===== config.mk =====
export PLATFORM = sky130hd
export DESIGN_NAME = gpio_edge_interrupt_controller_top
export DESIGN_NICKNAME = d
export VERILOG_FILES = /design/src/sv/gpio_eic_pkg.sv /design/src/sv/gpio_edge_interrupt_controller_top.sv /design/src/sv/gpio_eic_penc.sv
export SDC_FILE = /design/constraint.sdc
export NUM_CORES = 1
export LEC_CHECK = 0
export BUFFER_PORTS_ARGS = -buffer_cell sky130_fd_sc_hd__buf_2
export CELL_PAD_IN_SITES_DETAIL_PLACEMENT = 1
export CELL_PAD_IN_SITES_GLOBAL_PLACEMENT = 1
export CORE_MARGIN = 2
export CORE_UTILIZATION = 47
export DETAILED_ROUTE_END_ITERATION = 8
export HOLD_SLACK_MARGIN = 0.03
export PLACE_DENSITY_LB_ADDON = 0.1
export SETUP_SLACK_MARGIN = 0.15
export SLEW_MARGIN = 20
export SYNTH_ARGS = -nofsm -noshare
export SYNTH_HDL_FRONTEND = slang
export SYNTH_SLANG_ARGS = --single-unit
export TNS_END_PERCENT = 100

===== constraint.sdc =====
create_clock -name clk_i -period 3.7 [get_ports clk_i]
set_input_delay 0.185 -clock clk_i [delete_from_list [all_inputs] [get_ports clk_i]]
set_output_delay 0.185 -clock clk_i [all_outputs]
set_load 0.02 [all_outputs]

===== src/sv/gpio_eic_pkg.sv =====
// Shared types and constants for the GPIO edge interrupt controller.
package gpio_eic_pkg;

  localparam int unsigned WordW   = 32;
  localparam int unsigned PinW    = 5;
  localparam int unsigned PinCount = 32;

  // Bit b stands for pin 31-b, so the implemented pins occupy the top bits.
  localparam logic [WordW-1:0] ImplMask = {WordW{1'b1}} << (WordW - PinCount);
  localparam logic [PinW-1:0]  TopPin   = PinW'(WordW - 1);

  typedef enum logic [1:0] {
    OpSample = 2'd0,
    OpRead   = 2'd1,
    OpWrite  = 2'd2
  } op_e;

  typedef enum logic [1:0] {
    SelEvent = 2'd0,
    SelMask  = 2'd1,
    SelEdge  = 2'd2
  } sel_e;

endpackage


===== src/sv/gpio_edge_interrupt_controller_top.sv =====
// An input transfer passes through the input register, then the result register.
// Throughput: one item per cycle unless out_stall_i holds a full result register; each item
// is a single pass of bitwise logic and one priority encoder between the two registers.
// Reset: rst_ni clears the event, mask, edge-control and last-level registers and
// both valid flags at once; the block takes items in the first cycle after reset.
module gpio_edge_interrupt_controller_top (
  input  logic                           clk_i,
  input  logic                           rst_ni,
  input  logic                           in_valid_i,
  output logic                           in_stall_o,
  input  logic [1:0]                     operation_i,
  input  logic [1:0]                     reg_select_i,
  input  logic [gpio_eic_pkg::WordW-1:0] write_data_i,
  input  logic [gpio_eic_pkg::WordW-1:0] pin_levels_i,
  output logic                           out_valid_o,
  input  logic                           out_stall_i,
  output logic [gpio_eic_pkg::WordW-1:0] read_data_o,
  output logic                           irq_o,
  output logic                           pending_valid_o,
  output logic [gpio_eic_pkg::PinW-1:0]  next_pin_o
);
  import gpio_eic_pkg::*;

  // Input register.
  logic             in_valid_q;
  logic [1:0]       op_q;
  logic [1:0]       sel_q;
  logic [WordW-1:0] wdata_q;
  logic [WordW-1:0] pins_q;

  // Block state.
  logic [WordW-1:0] event_q, event_d;
  logic [WordW-1:0] mask_q, mask_d;
  logic [WordW-1:0] edge_q, edge_d;
  logic [WordW-1:0] last_q, last_d;

  // Result register.
  logic             out_valid_q;
  logic [WordW-1:0] rdata_q, rdata_d;
  logic             irq_q, pvalid_q;
  logic [PinW-1:0]  pin_q;

  logic             adv;
  logic [WordW-1:0] changed, falling, hits, pending_d;
  logic             hit_d;
  logic [PinW-1:0]  pin_d;

  // The held item moves into the result register when that slot is free or drains now.
  assign adv        = in_valid_q && (!out_valid_q || !out_stall_i);
  assign in_stall_o = in_valid_q && !adv;

  always_ff @(posedge clk_i or negedge rst_ni) begin
    if (!rst_ni) begin
      in_valid_q <= 1'b0;
    end else if (!in_stall_o) begin
      in_valid_q <= in_valid_i;
    end
  end

  always_ff @(posedge clk_i) begin
    if (!in_stall_o && in_valid_i) begin
      op_q    <= operation_i;
      sel_q   <= reg_select_i;
      wdata_q <= write_data_i;
      pins_q  <= pin_levels_i;
    end
  end

  always_comb begin
    event_d = event_q;
    mask_d  = mask_q;
    edge_d  = edge_q;
    last_d  = last_q;
    rdata_d = '0;
    changed = last_q ^ pins_q;
    falling = last_q & ~pins_q;
    hits    = (edge_q & falling) | (~edge_q & changed);
    case (op_e'(op_q))
      OpSample: begin
        event_d = (event_q | hits) & ImplMask;
        last_d  = pins_q;
      end
      OpRead: begin
        case (sel_e'(sel_q))
          SelEvent: rdata_d = event_q & ImplMask;
          SelMask:  rdata_d = mask_q & ImplMask;
          SelEdge:  rdata_d = edge_q & ImplMask;
          default:  rdata_d = '0;
        endcase
      end
      OpWrite: begin
        case (sel_e'(sel_q))
          SelEvent: event_d = event_q & ~wdata_q & ImplMask;
          SelMask:  mask_d  = wdata_q & ImplMask;
          SelEdge:  edge_d  = wdata_q & ImplMask;
          default:  ;
        endcase
      end
      default: ;
    endcase
    pending_d = event_d & mask_d & ImplMask;
  end

  gpio_eic_penc u_penc (
    .pending_i (pending_d),
    .hit_o     (hit_d),
    .pin_o     (pin_d)
  );

  always_ff @(posedge clk_i or negedge rst_ni) begin
    if (!rst_ni) begin
      event_q     <= '0;
      mask_q      <= '0;
      edge_q      <= '0;
      last_q      <= '0;
      out_valid_q <= 1'b0;
    end else begin
      if (adv) begin
        event_q <= event_d;
        mask_q  <= mask_d;
        edge_q  <= edge_d;
        last_q  <= last_d;
      end
      if (adv) begin
        out_valid_q <= 1'b1;
      end else if (!out_stall_i) begin
        out_valid_q <= 1'b0;
      end
    end
  end

  always_ff @(posedge clk_i) begin
    if (adv) begin
      rdata_q  <= rdata_d;
      irq_q    <= hit_d;
      pvalid_q <= hit_d;
      pin_q    <= pin_d;
    end
  end

  assign out_valid_o     = out_valid_q;
  assign read_data_o     = rdata_q;
  assign irq_o           = irq_q;
  assign pending_valid_o = pvalid_q;
  assign next_pin_o      = pin_q;

`ifndef ASSERT_OFF
  // Nothing is recorded for pins that are not implemented.
  a_event_impl: assert property (@(posedge clk_i) disable iff (!rst_ni)
    (event_q & ~ImplMask) == '0)
    else $error("event bit set for an unimplemented pin");

  // State only changes when an item moves into the result register.
  a_state_hold: assert property (@(posedge clk_i) disable iff (!rst_ni)
    !adv |=> ($stable(event_q) && $stable(mask_q) && $stable(edge_q) && $stable(last_q)))
    else $error("state changed without a transfer into the result register");

  // A freshly loaded result names a pin that is pending in the new state.
  a_pin_pending: assert property (@(posedge clk_i) disable iff (!rst_ni)
    ($past(adv) && pending_valid_o) |->
      |(event_q & mask_q & ({1'b1, {(WordW-1){1'b0}}} >> next_pin_o)))
    else $error("next pin is not pending");

  // With nothing pending, the pin number and the interrupt are both zero.
  a_idle_pin: assert property (@(posedge clk_i) disable iff (!rst_ni)
    (out_valid_o && !pending_valid_o) |-> (next_pin_o == '0 && !irq_o))
    else $error("pin number or interrupt set with nothing pending");
`endif

endmodule


===== src/sv/gpio_eic_penc.sv =====
// Priority encoder that finds the lowest pending bit and returns its pin number.
module gpio_eic_penc (
  input  logic [gpio_eic_pkg::WordW-1:0] pending_i,
  output logic                           hit_o,
  output logic [gpio_eic_pkg::PinW-1:0]  pin_o
);
  import gpio_eic_pkg::*;

  logic [PinW-1:0] idx;

  always_comb begin
    idx = '0;
    // Scan from the top so that the lowest set bit is the last one written.
    for (int i = WordW - 1; i >= 0; i--) begin
      if (pending_i[i]) begin
        idx = PinW'(i);
      end
    end
  end

  assign hit_o = |pending_i;
  assign pin_o = hit_o ? (TopPin - idx) : '0;

endmodule


Word-level counts from Yosys, hierarchy flattened
Index checks and enable logic that the tools add are counted.

storage, ports and cells
  register bits = 236
  output and inout bits = 41
  logic and storage cells = 82

cells by class
  $add $sub $neg = 1
  eq/ne operators = 5
  multiplexer cells = 39
  bitwise operators = 11
  reductions and logical operators = 13

operators with widths
  cell                                                    count
  bitwise AND 32 bit                                      5
  two-way mux 5 bit                                       32
  two-way mux 32 bit                                      3
  NOT 32 bit                                              3
  case mux 32 bit (3 select lines)                        1
  OR 32 bit                                               2
  case mux 32 bit (2 select lines)                        1
  OR reduction 32 bit                                     1
  XOR 32 bit                                              1
  subtractor 5 bit (first input constant)                 1
  equality test 2 x 1 -> 1 bit (second input constant)    2
  equality test 2 bit (second input constant)             2
  logical NOT 1 bit                                       4
  logical NOT 2 bit                                       2
  logical AND 1 bit                                       3
  AND reduction 3 bit                                     1
  two-way mux 1 bit                                       2
  inequality test 2 x 1 -> 1 bit (second input constant)  1
  AND reduction 2 bit                                     1
  logical OR 1 bit                                        1

Depth between registers and ports, before layout
Gate-level depths: netlist of run 1.

  depth after elaboration = 40
  mapped depth = 13
  mapped depth without buffers = 9

Cells and area by module
From an unflattened synthesis of run 1, not the netlist that was laid out.

unflattened totals
  cells, all modules = 946
  area, all modules = 11,193.2 um2

by module, submodules not included
  module                              times used  cells each  area each (um2)
  gpio_edge_interrupt_controller_top  1           878         10,797.9
  gpio_eic_penc                       1           68          395.4

Least setup slack after synthesis of run 1
Ideal clock, no wire load.

  path kind = register to register
  start = reg op_q[0]
  end = reg pin_q[2] (netlist: next_pin_o[2]), data pin
  setup time = 0.270 ns
  data arrival time = 2.729 ns
  setup slack = 0.701 ns
  stages on the path, launching flop included = 9
  path buffers = 1
  path through = edfxtp_1 -> or4b_1 -> buf_2 -> o21ai_0 -> a221oi_1 -> or4_1 -> or4b_4 -> nor3_4 -> o311ai_1

on the way
  longest elaborated chain between the ends = 36

ends and longest elaborated chain
  item                                                                           line                                       RTL
  from (decl)                                                                    gpio_edge_interrupt_controller_top.sv:26   logic [1:0] op_q;
  from (signal assigned)                                                         gpio_edge_interrupt_controller_top.sv:62   op_q <= operation_i;
  equality test 2 bit / logical NOT 2 bit (equally long branches)                gpio_edge_interrupt_controller_top.sv:78   case (op_e'(op_q))
  case mux 32 bit (2 select lines) / two-way mux 32 bit (equally long branches)  gpio_edge_interrupt_controller_top.sv:78
  bitwise AND 32 bit *                                                           gpio_edge_interrupt_controller_top.sv:101  pending_d = event_d & mask_d & ImplMask;
  two-way mux 5 bit (32 in series)                                               gpio_eic_penc.sv:15                        if (pending_i[i]) begin
  subtractor 5 bit                                                               gpio_eic_penc.sv:22                        assign pin_o = hit_o ? (TopPin - idx) : '0;
  to (signal assigned)                                                           gpio_edge_interrupt_controller_top.sv:137  pin_q <= pin_d;
  to (decl)                                                                      gpio_edge_interrupt_controller_top.sv:41   logic [PinW-1:0] pin_q;

Every way passes the cells marked *; elsewhere a longest branch is shown, timed or not.
A chain may end at the register's enable or synchronous reset.

Final worst setup path of run 1
Same ends and word-level chain as after synthesis.

==> results of run 1 <==
-- routing by layer --
metal  vias up  routed length [um]
met3        42                1140
met1      4244               13900
met5         -                   0
met2       168               14600
met4         0                 554
li1       3968                   -
-- registers in the layout (all words and copies together) (netlist names) --
| signal | cells |
|---|---|
| edge_q | 32 |
| event_q | 32 |
| last_q | 32 |
| mask_q | 32 |
| pins_q | 32 |
| read_data_o | 32 |
| wdata_q | 32 |
| next_pin_o | 5 |
| op_q | 2 |
| sel_q | 2 |
| in_valid_q | 1 |
| out_valid_o | 1 |
| pending_valid_o | 1 |
-- metrics by stage --
step / instance area [um^2] / util / power, W / hold slack (ps) / std cells
6_report: 13600 / 0.596 / 0.00827 / 269 / 1534
3_3_place_gp: 12000 / 0.527 / 0.00553 / 301 / 1415
3_5_place_dp: 12000 / 0.527 / 0.00563 / 301 / 1415
5_1_grt: 13600 / 0.596 / 0.00874 / 337 / 1534
2_1_floorplan: 11000 / - / 0.00497 / -111 / 1010
4_1_cts: 13600 / 0.596 / 0.00833 / 287 / 1534
-- worst min-delay path by stage --
stage	from	slack, ps	end	depth (start not counted)
CTS	rst_ni	290	last_q[25]	2
global route	rst_ni	340	last_q[25]	2
floorplan	rst_ni	-110	edge_q[0]	0
finish	rst_ni	270	last_q[25]	2
global placement	rst_ni	300	last_q[25]	1
detailed placement	rst_ni	300	last_q[25]	1
-- synthesized netlist by cell type, drive strengths merged (16+ instances only) --
cell | n | area share
inv | 51 | 0.017
a221oi | 16 | 0.013
or2 | 18 | 0.010
a21oi | 54 | 0.025
o2bb2ai | 16 | 0.013
ha | 32 | 0.036
dfrtp | 130 | 0.30
mux2 | 32 | 0.033
nand2 | 136 | 0.046
a21boi | 17 | 0.012
nor2 | 113 | 0.039
o21ai | 100 | 0.046
edfxtp | 106 | 0.29
clkbuf | 34 | 0.012
a22o | 16 | 0.013
buf | 17 | 0.0071
and2 | 17 | 0.0097
mux2i | 33 | 0.030
-- cell type report --
class	count	area [um^2]	area share
Sequential cell	236	6440	0.474
Multi-Input combinational cell	672	4170	0.307
Timing Repair Buffer	215	1540	0.113
Clock buffer	38	737	0.0543
Tap cell	313	392	0.0288
Inverter	51	191	0.0141
Clock inverter	9	118	0.00866
-- worst max-delay path: stages (launching register included) --
cell and delay, ps:
edfxtp_1 500, or4b_1 740, o21ai_1 230, a221oi_1 160, or4_1 590, or4b_4 570, nor3_4 250, o311ai_1 120
-- logic make-up (layout without fill, tap and decap cells) --
logic type,count (synthesis),count (layout)
simple gates,323,323
buf+inv,102,313
fa+ha+maj,32,32
flops,236,236
mux,65,65
compound gates,252,252
-- report_power, final --
group          switching [W]  internal [W]
sequential          0.000416       0.00331
combinational        0.00102      0.000918
clock                0.00103       0.00158
total                0.00247       0.00581
-- repair_timing --
action | in CTS | in global routing
endpoints found under the hold margin | 124 | 0
setup endpoints to repair | 0 | 0
hold buffers | 72 | 0
gates resized for setup | 0 | 0
==> reports/qor.txt, run 1 <==
Final Hold Fails -> 0
Die width -> 157 um
Post-Place Worst Slack -> 262 ps
Critical Path Sink -> next_pin_o[2]
First-pass DRT Iterations -> 5
Setup TNS -> 0 ps
Critical Path Start -> op_q[0]
First-pass GRT wire length -> 48500 um
Final setup vio count -> 0
Syn Nets -> 1114
VDD IR max -> 0.332 mV
Clock root buffer -> clkbuf_16
LEAKAGE -> 5.93 nW
Nets -> 1306
Routed wire length -> 30200 um
Final Skew -> 8.39 ps
HP Class -> primary input to async pin
Syn Std Cell Area -> 11000 um^2
Worst R2R Path Depth -> 7
Part of the cycle the worst path needs -> 0.928
Total grt overflow -> 0
Slew HR -> 0.322
Chip height -> 157 um
Cts bufs inserted -> 26
Area delta synth->final -> 23.6%
Fillers -> 2425
Synth Area in XOR/XNOR -> 0
CTS tree -> built
Post-DR vias/cell -> 5.49
Ant diodes -> 0
DRC -> 0
Fmax -> 291 MHz
DRT antenna net count -> 0
Max-cap violation count -> 0
Initial antenna violation count -> 0
Vias in the first global route -> 9019
Final min period -> 3440 ps
Post-synth EDFFs -> 106
Std-Cell Rows -> 55
DR WL/cell -> 19.7 um
Number of synthesized register bits -> 236
Most used flip-flop cell after synthesis -> dfrtp_1
I/O Buffers -> 112
FF-to-FF Start -> op_q[0]
Clk sinks -> 236
Crit end category -> flop
CTS H-tree depth -> 1
Tightest Pin Transition -> 1020 ps
Main combinational cell family by area after synthesis -> compound AO/OA/AOI/OAI gates
Synth Area in Compound Gates -> 0.147
Final Worst Setup Slack -> 265 ps
Drt initial violations -> 396
HPWL Detailed -> 19400 um
Post-CTS Setup Inserts -> 0
Post-Synth Simple-Gate Area -> 0.132
Share of cells above drive strength 1 -> 0.202
Vias post-DR -> 8422
Core ar. -> 22800 um^2
Adder-cell share of the synthesized area -> 0.0364
Die Area -> 24600 um^2
Most common cell after layout, fill and taps aside -> nand2_1
Register area share after synthesis -> 0.586
Largest net degree at the start of global routing -> 77
Met2 usage -> 0.434
Data required, critical path -> 3960 ps
Most frequent cells in the layout -> nand2_1 (135), dfrtp_1 (130), nor2_1 (111), buf_2 (111), edfxtp_1 (106)
Worst setup path category -> flop to flop
Reg clk slew, reported paths -> 60 ps
Critical Path Start Type -> flop
YS warnings -> 0
Critical path arrival -> 3700 ps
Max FO, Critical Path -> 11
Deepest clock path buffer count -> 3
Yosys cell types -> 53
Global Route Usage Sum -> 0.253
RSZ-0062 raised after global routing -> no
Syn Area/Cell -> 10.9 um^2
Reg-to-reg setup timing slack -> 260 ps
Worst-Skew Late Latency -> 530 ps
Post-synth ARST share -> 0.551
Multiplexer share of the synthesized area -> 0.0628
R2R Path End -> next_pin_o[2]
RD Place Congestion -> 0.806
GR peak layer -> met2
Syn Inst Count -> 1010
Max Transition Viols Final -> 0
Top Ports -> 113
GR met1 Demand/Resource -> 0.347
Outcome -> finished, final reports clean
Initial Util -> 0.482
PD cells -> 609 nW/um^2
M3 GR Usage -> 0.0317
Power figures use the tool's default switching activity.
==> inputs of run 2 (changes only) <==
--- a/config.mk
+++ b/config.mk
@@ -8,7 +8,7 @@
 export BUFFER_PORTS_ARGS = -buffer_cell sky130_fd_sc_hd__buf_2
 export CELL_PAD_IN_SITES_DETAIL_PLACEMENT = 1
 export CELL_PAD_IN_SITES_GLOBAL_PLACEMENT = 1
-export CORE_MARGIN = 2
+export CORE_MARGIN = 10
 export CORE_UTILIZATION = 47
 export DETAILED_ROUTE_END_ITERATION = 8
 export HOLD_SLACK_MARGIN = 0.03
==> run 2 against run 1 <==
Net effect:
- clock-buffer cell count up 8
- largest cell class unchanged
- largest power group unchanged
- flip-flop and latch count unchanged
- design area up 0.57%
- core utilization up 0.16 points
- critical path type unchanged
- routed wire length up 5.9%
- highest routed layer unchanged
- first-iteration DRC count down 6.3%
==> reports/qor.txt, run 2 (synthesis results as in run 1) <==
Critical path arrival -> 3640 ps
Die width -> 173 um
Sequential share of power -> 0.442
HPWL Detailed -> 20600 um
I/O Buffers -> 112
LEAKAGE -> 5.97 nW
Most frequent cells in the layout -> nand2_1 (135), dfrtp_1 (130), nor2_1 (111), buf_2 (111), edfxtp_1 (106)
Cts bufs inserted -> 27
Sw power -> 0.00255 W
Nets -> 1307
PD cells -> 619 nW/um^2
Clk sinks -> 236
Vias in the first global route -> 9144
Reg-to-reg setup timing slack -> 350 ps
Crit-path max cell delay -> 580 ps
Final setup vio count -> 0
GR peak layer -> met2
Crit end category -> flop
CTS H-tree depth -> 1
Ant diodes -> 0
RSZ-0062 raised after global routing -> no
Routed wire length -> 32000 um
Setup TNS -> 0 ps
Vias post-DR -> 8438
GR met1 Demand/Resource -> 0.270
Data required, critical path -> 3990 ps
Area delta synth->final -> 24.3%
First-pass DRT Iterations -> 5
Max-cap violation count -> 0
Max FO, Critical Path -> 23
Worst setup path category -> flop to flop
Largest net degree at the start of global routing -> 75
Part of the cycle the worst path needs -> 0.904
CP most frequent cell -> buf_4
Die Area -> 29900 um^2
Final Hold Fails -> 0
VDD IR max -> 0.419 mV
M3 GR Usage -> 0.0353
Outcome -> finished, final reports clean
RD Place Congestion -> 0.867
Fmax -> 299 MHz
Switching portion of total power -> 0.302
HP Class -> primary input to async pin
Final Skew -> 16.0 ps
DR WL/cell -> 20.8 um
Worst path slowest cell -> or4_1
Core ar. -> 22800 um^2
Slew HR -> 0.352
Drt initial violations -> 371
Max Transition Viols Final -> 0
Final min period -> 3350 ps
Worst-Skew Late Latency -> 550 ps
Share of cells above drive strength 1 -> 0.206
Critical Path, Cell by Cell -> buf_4 -> nor4b_2 -> buf_4 -> a21boi_0 -> a2bb2oi_1 -> or4_1 -> or4b_4 -> nor3_4 -> o311ai_1
CTS tree -> built
Tightest Pin Transition -> 972 ps
Reg clk slew, reported paths -> 60 ps
Clk pwr share -> 0.328
Int Power -> 0.00590 W
Chip height -> 173 um
First-pass GRT wire length -> 51200 um
Initial Util -> 0.481
DRC -> 0
Std-Cell Rows -> 55
Most common cell after layout, fill and taps aside -> nand2_1
Clock root buffer -> clkbuf_16
DRT antenna net count -> 0
Top Ports -> 113
Deepest clock path buffer count -> 3
Total grt overflow -> 0
Critical Path Start Type -> flop
Logic pwr share -> 0.230
Met2 usage -> 0.366
Global Route Usage Sum -> 0.211
Initial antenna violation count -> 0
Post-DR vias/cell -> 5.49
Post-CTS Setup Inserts -> 0
Hold_ws -> 249 ps
[run 2: cell types whose count changed in the layout (fill, tap and decap cells not counted)]
cell,delta
clkbuf_8,+7
clkinv_2,-4
clkbuf_1,+1
inv_16,+1
inv_8,+1
or4b_4,+1
or4b_1,-1
clkinv_1,-2
bufinv_16,-1
[run 2: path summary, 6_finish.rpt]
| check | end | startpoint | cells past startpoint |
|---|---|---|---|
| worst min register to register | last_q[9] | last_q[9] | 2 |
| worst min-delay path | last_q[24] | rst_ni | 2 |
| worst max register to register | next_pin_o[2] | sel_q[1] | 9 |
| max in group asynchronous | event_q[13] | rst_ni | 3 |
| min in group clk_i | pins_q[9] | pin_levels_i[9] | 2 |
| worst max-delay path | next_pin_o[2] | sel_q[1] | 9 |
[run 2: repair_timing]
action,CTS,global route
gates resized for setup,1,0
hold endpoints to repair,126,0
hold buffers,72,0
setup endpoints to repair,1,0
[run 2: layer usage]
layer  share of wire  vias to the layer above
met5               0                        -
met4           0.021                        0
met3           0.035                       44
met2            0.50                      144
met1            0.45                     4272
li1                -                     3978
[run 2: cell type report]
type                            instances  area, um^2
Sequential cell                       236        6440
Tap cell                              313         392
Inverter                               51         191
Clock buffer                           46         837
Clock inverter                          4        91.3
Timing Repair Buffer                  215        1540
Fill cell                            2457        9190
Multi-Input combinational cell        672        4170
[run 2: through the flow]
stage                     total power (W)  utilization  instance area (um^2)  std cells  setup slack [ps]
after floorplan                   0.00497            -                 11000       1010               701
after global placement            0.00554        0.526                 12000       1415               237
after detailed placement          0.00564        0.526                 12000       1415               157
after CTS                         0.00850        0.598                 13700       1537               321
after global routing              0.00893        0.598                 13700       1537               182
final                             0.00845        0.598                 13700       1537               354
[run 2: critical path, delay by kind of cell (launching register included)]
kind / cells / cell delay [ps]
AOI/OAI and AO/OA: 3 / 410
DFF: 1 / 420
buffers and inverters: 2 / 450
and+or+nand+nor: 4 / 1790
[run 2: power by group through the flow]
| stage | Sequential, W | Combinational [W] | Clock [W] |
|---|---|---|---|
| after floorplan | 0.00368 | 0.00129 | 0 |
| after global placement | 0.00375 | 0.00179 | 0 |
| after detailed placement | 0.00376 | 0.00187 | 0 |
| after CTS | 0.00373 | 0.00195 | 0.00282 |
| after global routing | 0.00381 | 0.00219 | 0.00293 |
| final | 0.00373 | 0.00194 | 0.00277 |
==> inputs of run 3 (changes only) <==
--- a/config.mk
+++ b/config.mk
@@ -9,10 +9,11 @@
 export CELL_PAD_IN_SITES_DETAIL_PLACEMENT = 1
 export CELL_PAD_IN_SITES_GLOBAL_PLACEMENT = 1
 export CORE_MARGIN = 10
-export CORE_UTILIZATION = 47
+export CORE_UTILIZATION = 42
 export DETAILED_ROUTE_END_ITERATION = 8
 export HOLD_SLACK_MARGIN = 0.03
 export PLACE_DENSITY_LB_ADDON = 0.1
+export RECOVER_POWER = 25
 export SETUP_SLACK_MARGIN = 0.15
 export SLEW_MARGIN = 20
 export SYNTH_ARGS = -nofsm -noshare
==> constraint.sdc (replaced) <==
create_clock -name clk_i -period 2.8 [get_ports clk_i]
set_input_delay 0.14 -clock clk_i [delete_from_list [all_inputs] [get_ports clk_i]]
set_output_delay 0.14 -clock clk_i [all_outputs]
set_load 0.02 [all_outputs]
==> run 3 against run 2 <==
Net effect:
- the flow now finishes with violations (max-capacitance violations, max-slew violations, negative setup slack)
- cell count is 5.5% higher
- largest power group unchanged
- sequential share of layout area is 1.9 points lower
- highest routed layer unchanged
- die area is 10% higher
- critical path depth stayed put
==> reports/qor.txt, run 3 (synthesis results as in run 1) <==
Cts bufs inserted -> 28
Most frequent cells in the layout -> nand2_1 (135), dfrtp_1 (130), nor2_1 (111)
Critical path arrival -> 3400 ps
Total grt overflow -> 0
Max FO, Critical Path -> 5
HPWL Detailed -> 21400 um
Vias in the first global route -> 9390
Final setup vio count -> 5
GR peak layer -> met2
Top Ports -> 113
Worst-Skew Late Latency -> 550 ps
Chip height -> 182 um
Global Route Usage Sum -> 0.194
Die Area -> 33000 um^2
Part of the cycle the worst path needs -> 1.12
Placed cells -> 1489
Final Hold Fails -> 0
Post-DR vias/cell -> 5.30
Final Skew -> 13.7 ps
CTS tree -> built
Crit end category -> flop
Nets -> 1368
Failing checks -> max-capacitance violations, max-slew violations, negative setup slack
Outcome -> complete, but fails checks
Initial Util -> 0.424
Final std cells w/o fill -> 1621
Share of cells above drive strength 1 -> 0.251
Die width -> 182 um
Routed wire length -> 32300 um
Drt initial violations -> 386
Met2 usage -> 0.341
Max-cap violation count -> 1
Largest net degree at the start of global routing -> 131
Clock root buffer -> clkbuf_16
HP Class -> primary input to flop
DRC -> 0
Ant diodes -> 0
RD Place Congestion -> 0.831
LEAKAGE -> 6.27 nW
First-pass DRT Iterations -> 4
First-pass GRT wire length -> 52200 um
Fin util -> 0.550
Reg clk slew, reported paths -> 60 ps
Critical Path Start Type -> flop
Total Power -> 0.0114 W
Final Worst Setup Slack -> -322 ps
RSZ-0062 raised after global routing -> yes
Tightest Pin Transition -> 1950 ps
Vias post-DR -> 8592
Slew HR -> -0.302
DRT antenna net count -> 0
Std-Cell Rows -> 59
I/O Buffers -> 112
Max Transition Viols Final -> 131
Worst setup path category -> flop to flop
CTS H-tree depth -> 1
PD cells -> 798 nW/um^2
GR met1 Demand/Resource -> 0.248
Initial antenna violation count -> 0
Post-Place Worst Slack -> -427 ps
Most common cell after layout, fill and taps aside -> nand2_1
Data required, critical path -> 3080 ps
Deepest clock path buffer count -> 3
Clk sinks -> 236
Core ar. -> 25900 um^2
Hold_ws -> 304 ps
Area delta synth->final -> 29.6%
Final min period -> 3120 ps
Fmax -> 320 MHz
M3 GR Usage -> 0.0304
VDD IR max -> 0.655 mV
DR WL/cell -> 19.9 um
[run 3: layout make-up]
type	instances	area (um^2)
fill	2827	11700
sequential	236	6440
multi-input combinational	672	4310
timing repair buffer	275	2000
clock buffer	43	808
tap	335	419
inverter	51	191
clock inverter	9	80.1
[run 3: metal layers]
metal,part of all wire,vias up
li1,-,4102
met1,0.44,4318
met2,0.50,140
met3,0.037,32
met4,0.014,0
met5,0,-
[run 3: final timing paths]
| path | cells after the start | slack (ps) | start | end |
|---|---|---|---|---|
| setup / recovery | 9 | -320 | sel_q[0] | next_pin_o[2] |
| hold / removal | 2 | 300 | pin_levels_i[4] | pins_q[4] |
| setup reg to reg | 9 | -320 | sel_q[0] | next_pin_o[2] |
| hold reg to reg | 2 | 490 | last_q[18] | last_q[18] |
| max in group asynchronous | 3 | 770 | rst_ni | last_q[6] |
| min in group asynchronous | 3 | 690 | rst_ni | last_q[9] |
[run 3: repair_timing]
action	CTS	global route
endpoints found under the setup margin	6	6
pin swaps	3	3
gates cloned	2	0
setup buffers	5	1
gates resized for setup	18	11
hold endpoints to repair	200	0
hold buffers	72	0
[run 3: per-stage QoR]
step / TNS, ps / cell area (um^2)
after detailed placement: -1780 / 12500
after global routing: -1540 / 14200
after floorplan: -333 / 11000
final: -1110 / 14200
after CTS: -1040 / 14200
after global placement: -1400 / 12500
[run 3: where the power goes]
| part | switching, W | internal (W) |
|---|---|---|
| Combinational | 0.00144 | 0.00149 |
| Clock | 0.00143 | 0.00207 |
| Sequential | 0.000577 | 0.00437 |
| Total | 0.00345 | 0.00793 |
[run 3: critical path, stage by stage, from the launching register on]
cell and delay [ps]:
edfxtp_1 420, buf_4 190, nor4b_4 320, buf_4 220, a21boi_0 90, a2bb2oi_1 160
or4_4 560, or4b_4 580, nor3_4 180, o311ai_1 120
